File: src/rtl/rgbhsv_pkg.sv
// rgbhsv_pkg: payload types and fixed-point constants for the RGB to HSV converter.
// No dependencies; used by rgb_to_hsv_convert.

package rgbhsv_pkg;

    localparam int CH_W  = 8;   // channel byte width
    localparam int HUE_W = 15;  // hue width, 1/64 degree units
    localparam int QUO_W = 12;  // divider quotient width, covers 0..3840

    localparam int unsigned HUE_SIXTH = 3840;   // 60 degrees
    localparam int unsigned HUE_TURN  = 23040;  // 360 degrees
    localparam int unsigned SAT_SCALE = 255;

    typedef struct packed {
        logic [CH_W-1:0] red_in;
        logic [CH_W-1:0] green_in;
        logic [CH_W-1:0] blue_in;
    } pixel_t;

    typedef struct packed {
        logic [HUE_W-1:0] hue_out;
        logic [CH_W-1:0]  saturation_out;
        logic [CH_W-1:0]  value_out;
    } hsv_t;

endpackage

File: src/rtl/rgbhsv_div.sv
// rgbhsv_div: pipelined unsigned restoring divider, STEP_BITS quotient bits per stage.
// No package dependency; instantiated by rgb_to_hsv_convert.

module rgbhsv_div #(
    parameter int QUO_W     = 12,
    parameter int DEN_W     = 8,
    parameter int STEP_BITS = 2
) (
    input  logic                           clk,
    input  logic [QUO_W/STEP_BITS-1:0]     en,
    input  logic [DEN_W+QUO_W-1:0]         num,
    input  logic [DEN_W-1:0]               den,
    output logic [QUO_W-1:0]               quo
);

    localparam int W      = DEN_W + QUO_W;
    localparam int STAGES = QUO_W / STEP_BITS;

    // Word layout: partial remainder on top, unconsumed dividend bits below,
    // quotient bits shift in at the bottom. Requires num < den << QUO_W.
    logic [W-1:0]     w_reg   [STAGES];
    logic [W-1:0]     w_next  [STAGES];
    logic [DEN_W-1:0] den_reg [STAGES];
    logic [DEN_W-1:0] den_next[STAGES];

    for (genvar j = 0; j < STAGES; j++) begin : g_stage
        logic [W-1:0]     w_in;
        logic [DEN_W-1:0] d_in;

        if (j == 0)
        begin : g_head
            assign w_in = num;
            assign d_in = den;
        end
        else
        begin : g_tail
            assign w_in = w_reg[j-1];
            assign d_in = den_reg[j-1];
        end

        always_comb
        begin
            logic [W-1:0]     w;
            logic [DEN_W:0]   t;
            logic             qbit;
            w           = w_in;
            den_next[j] = d_in;
            for (int s = 0; s < STEP_BITS; s++)
            begin
                t    = {w[W-1 -: DEN_W], w[QUO_W-1]};
                qbit = (t >= {1'b0, den_next[j]});
                if (qbit)
                begin
                    t = t - {1'b0, den_next[j]};
                end
                w = {t[DEN_W-1:0], w[QUO_W-2:0], qbit};
            end
            w_next[j] = w;
        end

        always_ff @(posedge clk)
        begin
            if (en[j])
            begin
                w_reg[j]   <= w_next[j];
                den_reg[j] <= den_next[j];
            end
        end
    end

    assign quo = w_reg[STAGES-1][QUO_W-1:0];

endmodule

File: src/rtl/rgb_to_hsv_convert.sv
// rgb_to_hsv_convert: pipelined 8-bit RGB to fixed-point HSV converter.
// Depends on rgbhsv_pkg (types, constants) and rgbhsv_div (quotient pipelines).
//
//   channel  signals                          payload           direction
//   pixel    pixel_valid / pixel_ready        rgbhsv_pkg::pixel_t  in
//   hsv      hsv_valid   / hsv_ready          rgbhsv_pkg::hsv_t    out
//
// One pixel per clock sustained while hsv_ready stays high. Registers in order: stages 1 to 3, the stages
// of the two divider pipelines (DIV_STEP_BITS quotient bits per stage), then the output register.
// Reset clears only the stage valid bits.
// Each stage holds while its successor is full and stalled; empty stages keep filling,
// so a transaction is taken while a finished result waits in the output register, if some stage is empty.

module rgb_to_hsv_convert #(
    parameter int DIV_STEP_BITS = 2
) (
    input  logic               clk,
    input  logic               rst_n,
    input  logic               pixel_valid,
    output logic               pixel_ready,
    input  rgbhsv_pkg::pixel_t pixel,
    output logic               hsv_valid,
    input  logic               hsv_ready,
    output rgbhsv_pkg::hsv_t   hsv
);

    localparam int CH_W       = rgbhsv_pkg::CH_W;
    localparam int HUE_W      = rgbhsv_pkg::HUE_W;
    localparam int QUO_W      = rgbhsv_pkg::QUO_W;
    localparam int NUM_W      = CH_W + QUO_W;
    localparam int DIV_STAGES = QUO_W / DIV_STEP_BITS;
    localparam int DIV_FIRST  = 3;
    localparam int NST        = DIV_FIRST + DIV_STAGES + 1;
    localparam int OUT_ST     = NST - 1;

    typedef enum logic [1:0] {
        SECT_RED,
        SECT_GREEN,
        SECT_BLUE
    } sector_t;

    typedef struct packed {
        logic [CH_W-1:0] mx;
        logic [CH_W-1:0] mn;
        logic [CH_W-1:0] x;   // hue difference is x - y
        logic [CH_W-1:0] y;
        sector_t         sector;
    } p1_t;

    typedef struct packed {
        logic [CH_W-1:0] delta;
        logic [CH_W-1:0] mag;
        logic            neg;
        sector_t         sector;
        logic [CH_W-1:0] mx;
        logic            black;
    } p2_t;

    typedef struct packed {
        sector_t         sector;
        logic            neg;
        logic            achrom;
        logic            black;
        logic [CH_W-1:0] value;
    } side_t;

    typedef struct packed {
        logic [NUM_W-1:0] hue_num;
        logic [NUM_W-1:0] sat_num;
        logic [CH_W-1:0]  delta;
        side_t            side;
    } p3_t;

    logic [NST-1:0] valid_reg;
    logic [NST-1:0] valid_next;
    logic [NST:0]   adv;

    p1_t   p1_reg, p1_next;
    p2_t   p2_reg, p2_next;
    p3_t   p3_reg, p3_next;
    side_t side_reg[DIV_STAGES];
    rgbhsv_pkg::hsv_t out_reg, out_next;

    logic [QUO_W-1:0] hue_q;
    logic [QUO_W-1:0] sat_q;

    // A stage may load when it is empty or its content moves on this cycle.
    always_comb
    begin
        adv[NST] = hsv_ready;
        for (int k = NST - 1; k >= 0; k--)
        begin
            adv[k] = !valid_reg[k] || adv[k+1];
        end
        valid_next[0] = pixel_valid;
        for (int k = 1; k < NST; k++)
        begin
            valid_next[k] = valid_reg[k-1];
        end
    end

    always_ff @(posedge clk or negedge rst_n)
    begin
        if (!rst_n)
        begin
            valid_reg <= '0;
        end
        else
        begin
            for (int k = 0; k < NST; k++)
            begin
                if (adv[k])
                begin
                    valid_reg[k] <= valid_next[k];
                end
            end
        end
    end

    // Stage 1: max, min, max channel and the operand pair of the hue difference.
    always_comb
    begin
        logic [CH_W-1:0] r, g, b;
        logic            r_top, g_top;
        r     = pixel.red_in;
        g     = pixel.green_in;
        b     = pixel.blue_in;
        r_top = (r >= g) && (r >= b);
        g_top = (g >= b);
        if (r_top)
        begin
            p1_next.mx     = r;
            p1_next.x      = g;
            p1_next.y      = b;
            p1_next.sector = SECT_RED;
        end
        else if (g_top)
        begin
            p1_next.mx     = g;
            p1_next.x      = b;
            p1_next.y      = r;
            p1_next.sector = SECT_GREEN;
        end
        else
        begin
            p1_next.mx     = b;
            p1_next.x      = r;
            p1_next.y      = g;
            p1_next.sector = SECT_BLUE;
        end
        if ((r <= g) && (r <= b))
        begin
            p1_next.mn = r;
        end
        else if (g <= b)
        begin
            p1_next.mn = g;
        end
        else
        begin
            p1_next.mn = b;
        end
    end

    // Stage 2: delta, sign/magnitude of the difference and the black flag.
    always_comb
    begin
        p2_next.delta  = p1_reg.mx - p1_reg.mn;
        p2_next.neg    = p1_reg.x < p1_reg.y;
        p2_next.mag    = p2_next.neg ? (p1_reg.y - p1_reg.x) : (p1_reg.x - p1_reg.y);
        p2_next.sector = p1_reg.sector;
        p2_next.mx     = p1_reg.mx;
        p2_next.black  = (p1_reg.mx == '0);
    end

    // Stage 3: scaled dividends and the achromatic flag.
    always_comb
    begin
        p3_next.hue_num     = NUM_W'(p2_reg.mag) * NUM_W'(rgbhsv_pkg::HUE_SIXTH);
        p3_next.sat_num     = NUM_W'(p2_reg.delta) * NUM_W'(rgbhsv_pkg::SAT_SCALE);
        p3_next.delta       = p2_reg.delta;
        p3_next.side.sector = p2_reg.sector;
        p3_next.side.neg    = p2_reg.neg;
        p3_next.side.achrom = (p2_reg.delta == '0);
        p3_next.side.black  = p2_reg.black;
        p3_next.side.value  = p2_reg.mx;
    end

    always_ff @(posedge clk)
    begin
        if (adv[0])
        begin
            p1_reg <= p1_next;
        end
        if (adv[1])
        begin
            p2_reg <= p2_next;
        end
        if (adv[2])
        begin
            p3_reg <= p3_next;
        end
        for (int j = 0; j < DIV_STAGES; j++)
        begin
            if (adv[DIV_FIRST + j])
            begin
                side_reg[j] <= (j == 0) ? p3_reg.side : side_reg[(j == 0) ? 0 : j - 1];
            end
        end
        if (adv[OUT_ST])
        begin
            out_reg <= out_next;
        end
    end

    // Zero divisors (achromatic or black) give junk quotients; masked at the output.
    rgbhsv_div #(
        .QUO_W     (QUO_W),
        .DEN_W     (CH_W),
        .STEP_BITS (DIV_STEP_BITS)
    ) u_hue_div (
        .clk (clk),
        .en  (adv[DIV_FIRST +: DIV_STAGES]),
        .num (p3_reg.hue_num),
        .den (p3_reg.delta),
        .quo (hue_q)
    );

    rgbhsv_div #(
        .QUO_W     (QUO_W),
        .DEN_W     (CH_W),
        .STEP_BITS (DIV_STEP_BITS)
    ) u_sat_div (
        .clk (clk),
        .en  (adv[DIV_FIRST +: DIV_STAGES]),
        .num (p3_reg.sat_num),
        .den (p3_reg.side.value),
        .quo (sat_q)
    );

    // Output stage: sector offset, wrap of negative red hue folded into the base, zero divisor masking.
    always_comb
    begin
        side_t            s;
        logic [HUE_W-1:0] base;
        logic [HUE_W-1:0] q;
        s = side_reg[DIV_STAGES-1];
        q = HUE_W'(hue_q);
        case (s.sector)
            SECT_RED:   base = s.neg ? HUE_W'(rgbhsv_pkg::HUE_TURN) : '0;
            SECT_GREEN: base = HUE_W'(2 * rgbhsv_pkg::HUE_SIXTH);
            SECT_BLUE:  base = HUE_W'(4 * rgbhsv_pkg::HUE_SIXTH);
            default:    base = '0;
        endcase
        out_next.hue_out        = s.achrom ? '0 : (s.neg ? base - q : base + q);
        out_next.saturation_out = s.black ? '0 : sat_q[CH_W-1:0];
        out_next.value_out      = s.value;
    end

    assign pixel_ready = adv[0];
    assign hsv_valid   = valid_reg[OUT_ST];
    assign hsv         = out_reg;

    // An empty output register means every stage can move.
    a_ready_when_drained: assert property (@(posedge clk) disable iff (!rst_n)
        !hsv_valid |-> pixel_ready)
        else $error("pixel_ready low with an empty output stage");

    a_hue_range: assert property (@(posedge clk) disable iff (!rst_n)
        hsv_valid |-> (hsv.hue_out < HUE_W'(rgbhsv_pkg::HUE_TURN)))
        else $error("hue beyond a full turn");

    a_black: assert property (@(posedge clk) disable iff (!rst_n)
        (hsv_valid && (hsv.value_out == '0)) |->
            ((hsv.saturation_out == '0) && (hsv.hue_out == '0)))
        else $error("black pixel with nonzero hue or saturation");

    a_gray_hue: assert property (@(posedge clk) disable iff (!rst_n)
        (hsv_valid && (hsv.saturation_out == '0)) |-> (hsv.hue_out == '0))
        else $error("zero saturation with nonzero hue");

    // Output register holds while stalled: drop or repeat would show here.
    a_out_hold: assert property (@(posedge clk) disable iff (!rst_n)
        (hsv_valid && !hsv_ready) |=> (hsv_valid && $stable(out_reg)))
        else $error("stalled result changed");

endmodule
File: config.mk
export PLATFORM = sky130hd
export DESIGN_NAME = rgb_to_hsv_convert
export DESIGN_NICKNAME = d
export VERILOG_FILES = /design/src/rtl/rgbhsv_pkg.sv /design/src/rtl/rgbhsv_div.sv /design/src/rtl/rgb_to_hsv_convert.sv
export SDC_FILE = /design/constraint.sdc
export NUM_CORES = 1
export LEC_CHECK = 0
export ABC_AREA = 1
export BUFFER_PORTS_ARGS = -buffer_cell sky130_fd_sc_hd__buf_2
export CAP_MARGIN = 15
export CORE_MARGIN = 1
export CORE_UTILIZATION = 65
export CTS_BUF_LIST = sky130_fd_sc_hd__clkbuf_4
export DETAILED_ROUTE_END_ITERATION = 8
export PLACE_DENSITY = 0.86
export SKIP_LAST_GASP = 1
export SLEW_MARGIN = 20
export SYNTH_ARGS = -nofsm -noshare
export SYNTH_HDL_FRONTEND = slang
export SYNTH_HIERARCHICAL = 1
export SYNTH_SLANG_ARGS = --single-unit
File: constraint.sdc
create_clock -name clk -period 23 [get_ports clk]
set_input_delay 6.9 -clock clk [delete_from_list [all_inputs] [get_ports clk]]
set_output_delay 6.9 -clock clk [all_outputs]
set_load 0.05 [all_outputs]
# Yosys cells after proc, flatten, opt, wreduce, memory -nomap -nowiden
# Memory sizes are Yosys's and may differ from the RTL's. A register that Yosys moved wholly into a read port is not among the register bits.
# Cells that the tools add are included.
dict set report classes {
  div 0
  shift 0
  n_eq_ne 2
  n_bitwise 0
  addsub 29
  mul 2
  reduce_logical 25
  n_mux 46
  magnitude_cmp 31
}
# op n
set op_table {}
lappend op_table {{$mux 8} 29}
lappend op_table {{$sub 8x8->8} 26}
lappend op_table {{$ge 9x8->1} 23}
lappend op_table {{$pmux 15 s3} 1}
lappend op_table {{$mux 18} 2}
lappend op_table {{$mux 15} 2}
lappend op_table {{$ge 8x8->1} 3}
lappend op_table {{$le 8x8->1} 3}
lappend op_table {{$logic_not 8->1} 2}
lappend op_table {{$mul 8x8->16 const B} 1}
lappend op_table {{$add 15x12->15} 1}
lappend op_table {{$sub 15x12->15} 1}
lappend op_table {{$mul 8x4->12 const B} 1}
lappend op_table {{$mux 1} 12}
lappend op_table {{$logic_not 1->1} 10}
lappend op_table {{$logic_or 1x1->1} 10}
lappend op_table {{$ge 5x8->1} 1}
lappend op_table {{$lt 8x8->1} 1}
lappend op_table {{$sub 5x8->8} 1}
lappend op_table {{$eq 2x1->1 const B} 1}
lappend op_table {{$eq 2x2->1 const B} 1}
lappend op_table {{$logic_and 1x1->1} 2}
lappend op_table {{$logic_not 2->1} 1}
dict set report word_totals {
  elab_cells 171
  ramBits 414
  regBits 144
  memories 5
  latch_bits 0
  mem_bits_ro 0
  out_inout_bits 33
  input_bits 28
}
# name words width rd rd_ports_with_merged_regs wr line_no
set mem_list {}
lappend mem_list {u_hue_div.w_reg 6 20 6 0 6 rgbhsv_div.sv:21} ;# logic [W-1:0] w_reg [STAGES];
lappend mem_list {u_sat_div.w_reg 6 20 6 1 6 rgbhsv_div.sv:21}
lappend mem_list {side_reg 6 13 6 0 6 rgb_to_hsv_convert.sv:81} ;# side_t side_reg[DIV_STAGES];
lappend mem_list {u_hue_div.den_reg 6 8 5 0 6 rgbhsv_div.sv:23} ;# logic [DEN_W-1:0] den_reg [STAGES];
lappend mem_list {u_sat_div.den_reg 6 8 5 0 6 rgbhsv_div.sv:23}

# Logic depth before layout (Yosys ltp)
dict set report depth {
  ltp_word 11
  mapped_depth 22
  depth_no_buf 22
}

# Cells and area by module
# The synthesis kept the hierarchy.
# module seq_area_each_um2 area_each_um2 cells_each n_inst
set by_module_without_submodules {}
lappend by_module_without_submodules {rgb_to_hsv_convert 6826.5 12564.6 1097 1}
lappend by_module_without_submodules {{rgbhsv_div at u_sat_div} 4564.4 10362.4 1153 1}
lappend by_module_without_submodules {{rgbhsv_div at u_hue_div} 4564.4 10358.7 1151 1}

# Worst setup path before layout
# OpenSTA, ideal clock, no wires.
dict set report synth_path {
  path_kind {input -> output}
  startpoint {input port hsv_ready}
  endpoint {output port pixel_ready}
  required_ns 16.100
  path_buffers 0
  cell_stages 10
  arrival_ns 11.841
  slack_ns 4.259
  cell_sequence {nor2_2 nand2_1 nor2_2 nand2_2 nor2_2 nand2_2 nor2_4 nand2_2 nor2_2 nand2_1}
}
dict set report synth_via {
  elab_chain_len 10
}
# element line_no
set synth_rtl {}
lappend synth_rtl {{from (decl)} rgb_to_hsv_convert.sv:23} ;# input logic hsv_ready,
lappend synth_rtl {{$logic_or 1x1->1 (2 in a row)} rgb_to_hsv_convert.sv:93} ;# adv[k] = !valid_reg[k] || adv[k+1];
lappend synth_rtl {{via adv[8]} rgb_to_hsv_convert.sv:76} ;# logic [NST:0] adv;
lappend synth_rtl {{$logic_or 1x1->1 (2 in a row)} rgb_to_hsv_convert.sv:93}
lappend synth_rtl {{via adv[6]} rgb_to_hsv_convert.sv:76}
lappend synth_rtl {{$logic_or 1x1->1 (2 in a row)} rgb_to_hsv_convert.sv:93}
lappend synth_rtl {{via adv[4]} rgb_to_hsv_convert.sv:76}
lappend synth_rtl {{$logic_or 1x1->1 (2 in a row)} rgb_to_hsv_convert.sv:93}
lappend synth_rtl {{via adv[2]} rgb_to_hsv_convert.sv:76}
lappend synth_rtl {{$logic_or 1x1->1 (2 in a row)} rgb_to_hsv_convert.sv:93}
lappend synth_rtl {{to (decl)} rgb_to_hsv_convert.sv:20} ;# output logic pixel_ready,
# The timed path passes the listed nets, and every way through them passes these cells.

# Worst setup path after layout
# Ends and elaborated chain as after synthesis.

==> flow_metrics.env <==
export IMPL_worstSetupPathType="in -> out"
export IMPL_start_util_pct=66.2
export IMPL_setup_tns_final_ns=0
export IMPL_grt_start_max_net_pins=67
export IMPL_dieArea_um2=51100
export IMPL_worstPathRequired_ns=16.10
export IMPL_cts_reportedPaths_clkPinSlew_ns=0.07
export IMPL_firstDrtPassIters=6
export IMPL_cts_setup_buffers=0
export IMPL_avgSynthCellArea_um2=9.66
export IMPL_synth_cells=3379
export IMPL_hpwlAfterDp_um=49100
export IMPL_io_pins=61
export IMPL_drive_gt1_share_pct=12.3
export IMPL_crit_path_end_kind="primary output"
export IMPL_via_count=23900
export IMPL_wl_um=65700
export IMPL_rows=81
export IMPL_final_util_pct=71.6
export IMPL_cts_buffer_depth=3
export IMPL_h_tree_depth=3
export IMPL_setup_violations=0
export IMPL_cts_sinks=511
export IMPL_min_from="u_hue_div/w_reg[1][3]"
export IMPL_worst_slew_pin_transition_ns=0.990
export IMPL_dieWidth_um=226
export IMPL_drc_errors=0
export IMPL_status="complete, no violations"
export IMPL_fmax_ghz=0.0609
export IMPL_tritoncts="done"
export IMPL_min_period_over_period_pct=71.4
export IMPL_cts_buffers_inserted=119
export IMPL_die_h_um=226
export IMPL_slew_limit_headroom_pct=33.6
export IMPL_finalWeightedCongestion=0.925
export IMPL_grt_pass1_wl_um=109000
export IMPL_largest_reg_flops=112
export IMPL_hp_class="reg -> reg"
export IMPL_crit_start="hsv_ready"
export IMPL_ant_nets=0
export IMPL_fin_crit_ns=16.43
export IMPL_critPathMaxFanout=50
export IMPL_arrival_ns=9.53
export IMPL_grt_overflow=0
export IMPL_insertion_delay_ns=0.89
export IMPL_yosys_warnings=6
export IMPL_core_area_um2=49300
export IMPL_finalClockSkew_ns=0.0838
export IMPL_cts_root_buf="clkbuf_4"
export IMPL_worstReg2RegStart="p2_reg[21]"
export IMPL_holdBufCountCts=0
export IMPL_worst_setup_path_start_kind="primary input"
export IMPL_routed_via_density=5.53
export IMPL_post_cts_resized=0
export IMPL_area_growth_pct=8.12
export IMPL_mappedNetlistArea_um2=32600
export IMPL_maxSlewViolCount=0
export IMPL_drt_iter0_drc=1806
export IMPL_antenna_found_initial=1
export IMPL_wl_per_cell_um=15.2
export IMPL_grt_usage_pct=26.5
export IMPL_final_nets=3960
export IMPL_rsz0062_at_grt="no"
export IMPL_drv_cap=0
export IMPL_hold_viol=0
export IMPL_io_buffer_count=60
export IMPL_grt_pass1_vias=23800
## layer usage
metal	up-vias	GRT usage, %	wire length, um	share of wire (%)
met5	-	0	0	0
met4	0	14.0	2810	4.3
met3	222	4.32	3730	5.7
met2	838	47.2	33000	50
met1	11100	30.7	26100	40
li1	11800	-	-	-
## worst paths after layout
kind | end | slack, ns | depth (start not counted)
setup / recovery | pixel_ready | 6.57 | 15
hold / removal | u_hue_div/w_reg[2][5] | 0.39 | 0
setup reg to reg | p3_reg[35] | 18.45 | 17
hold reg to reg | u_hue_div/w_reg[2][5] | 0.39 | 0
max in group asynchronous | valid_reg[2] | 16.71 | 1
min in group asynchronous | valid_reg[9] | 5.96 | 1
## worst max-delay path, cell delays in order
cell and delay (ns):
buf_2 0.10, nor2_2 0.14, nand2_1 0.07, buf_4 0.28, nor2_2 0.23, nand2_2 0.11, nor2_2 0.17, nand2_2 0.10
nor2_4 0.14, nand2_2 0.06, buf_4 0.33, nor2_2 0.22, nand2_1 0.08, buf_4 0.27, buf_2 0.27
## area by class of cell
class	instances	area, um^2
fillers	3362	14000
inverters	510	1930
flip-flops and latches	511	15300
well taps	664	831
clock inverters	48	292
multi-input cells	2352	15300
clock buffers	167	1250
repair buffers	68	360
diodes	1	2.50
## metrics by stage
step	area, um^2	cells	setup WS [ns]	hold slack, ns
floorplan	32700	3394	4.44	0.400
global placement	33700	4105	6.77	0.401
detailed placement	33700	4105	6.61	0.405
CTS	35300	4320	6.58	0.380
global route	35300	4321	6.34	0.376
finish	35300	4321	6.57	0.392
## cell usage in the layout (no fill, tap or decap), types with 55 or more instances in the layout
cell type  instances
nand2_1          886
edfxtp_1         501
inv_1            486
ha_1             303
nand3_1          210
clkbuf_4         167
nor2_1           156
a21oi_1          153
xor2_1            89
fa_1              67
nand4_1           65
buf_2             60
nand2_2           55
Power is left out: the tool's default activity adds up to more than one toggle a clock period on the data nets, which glitch-free logic cannot reach.
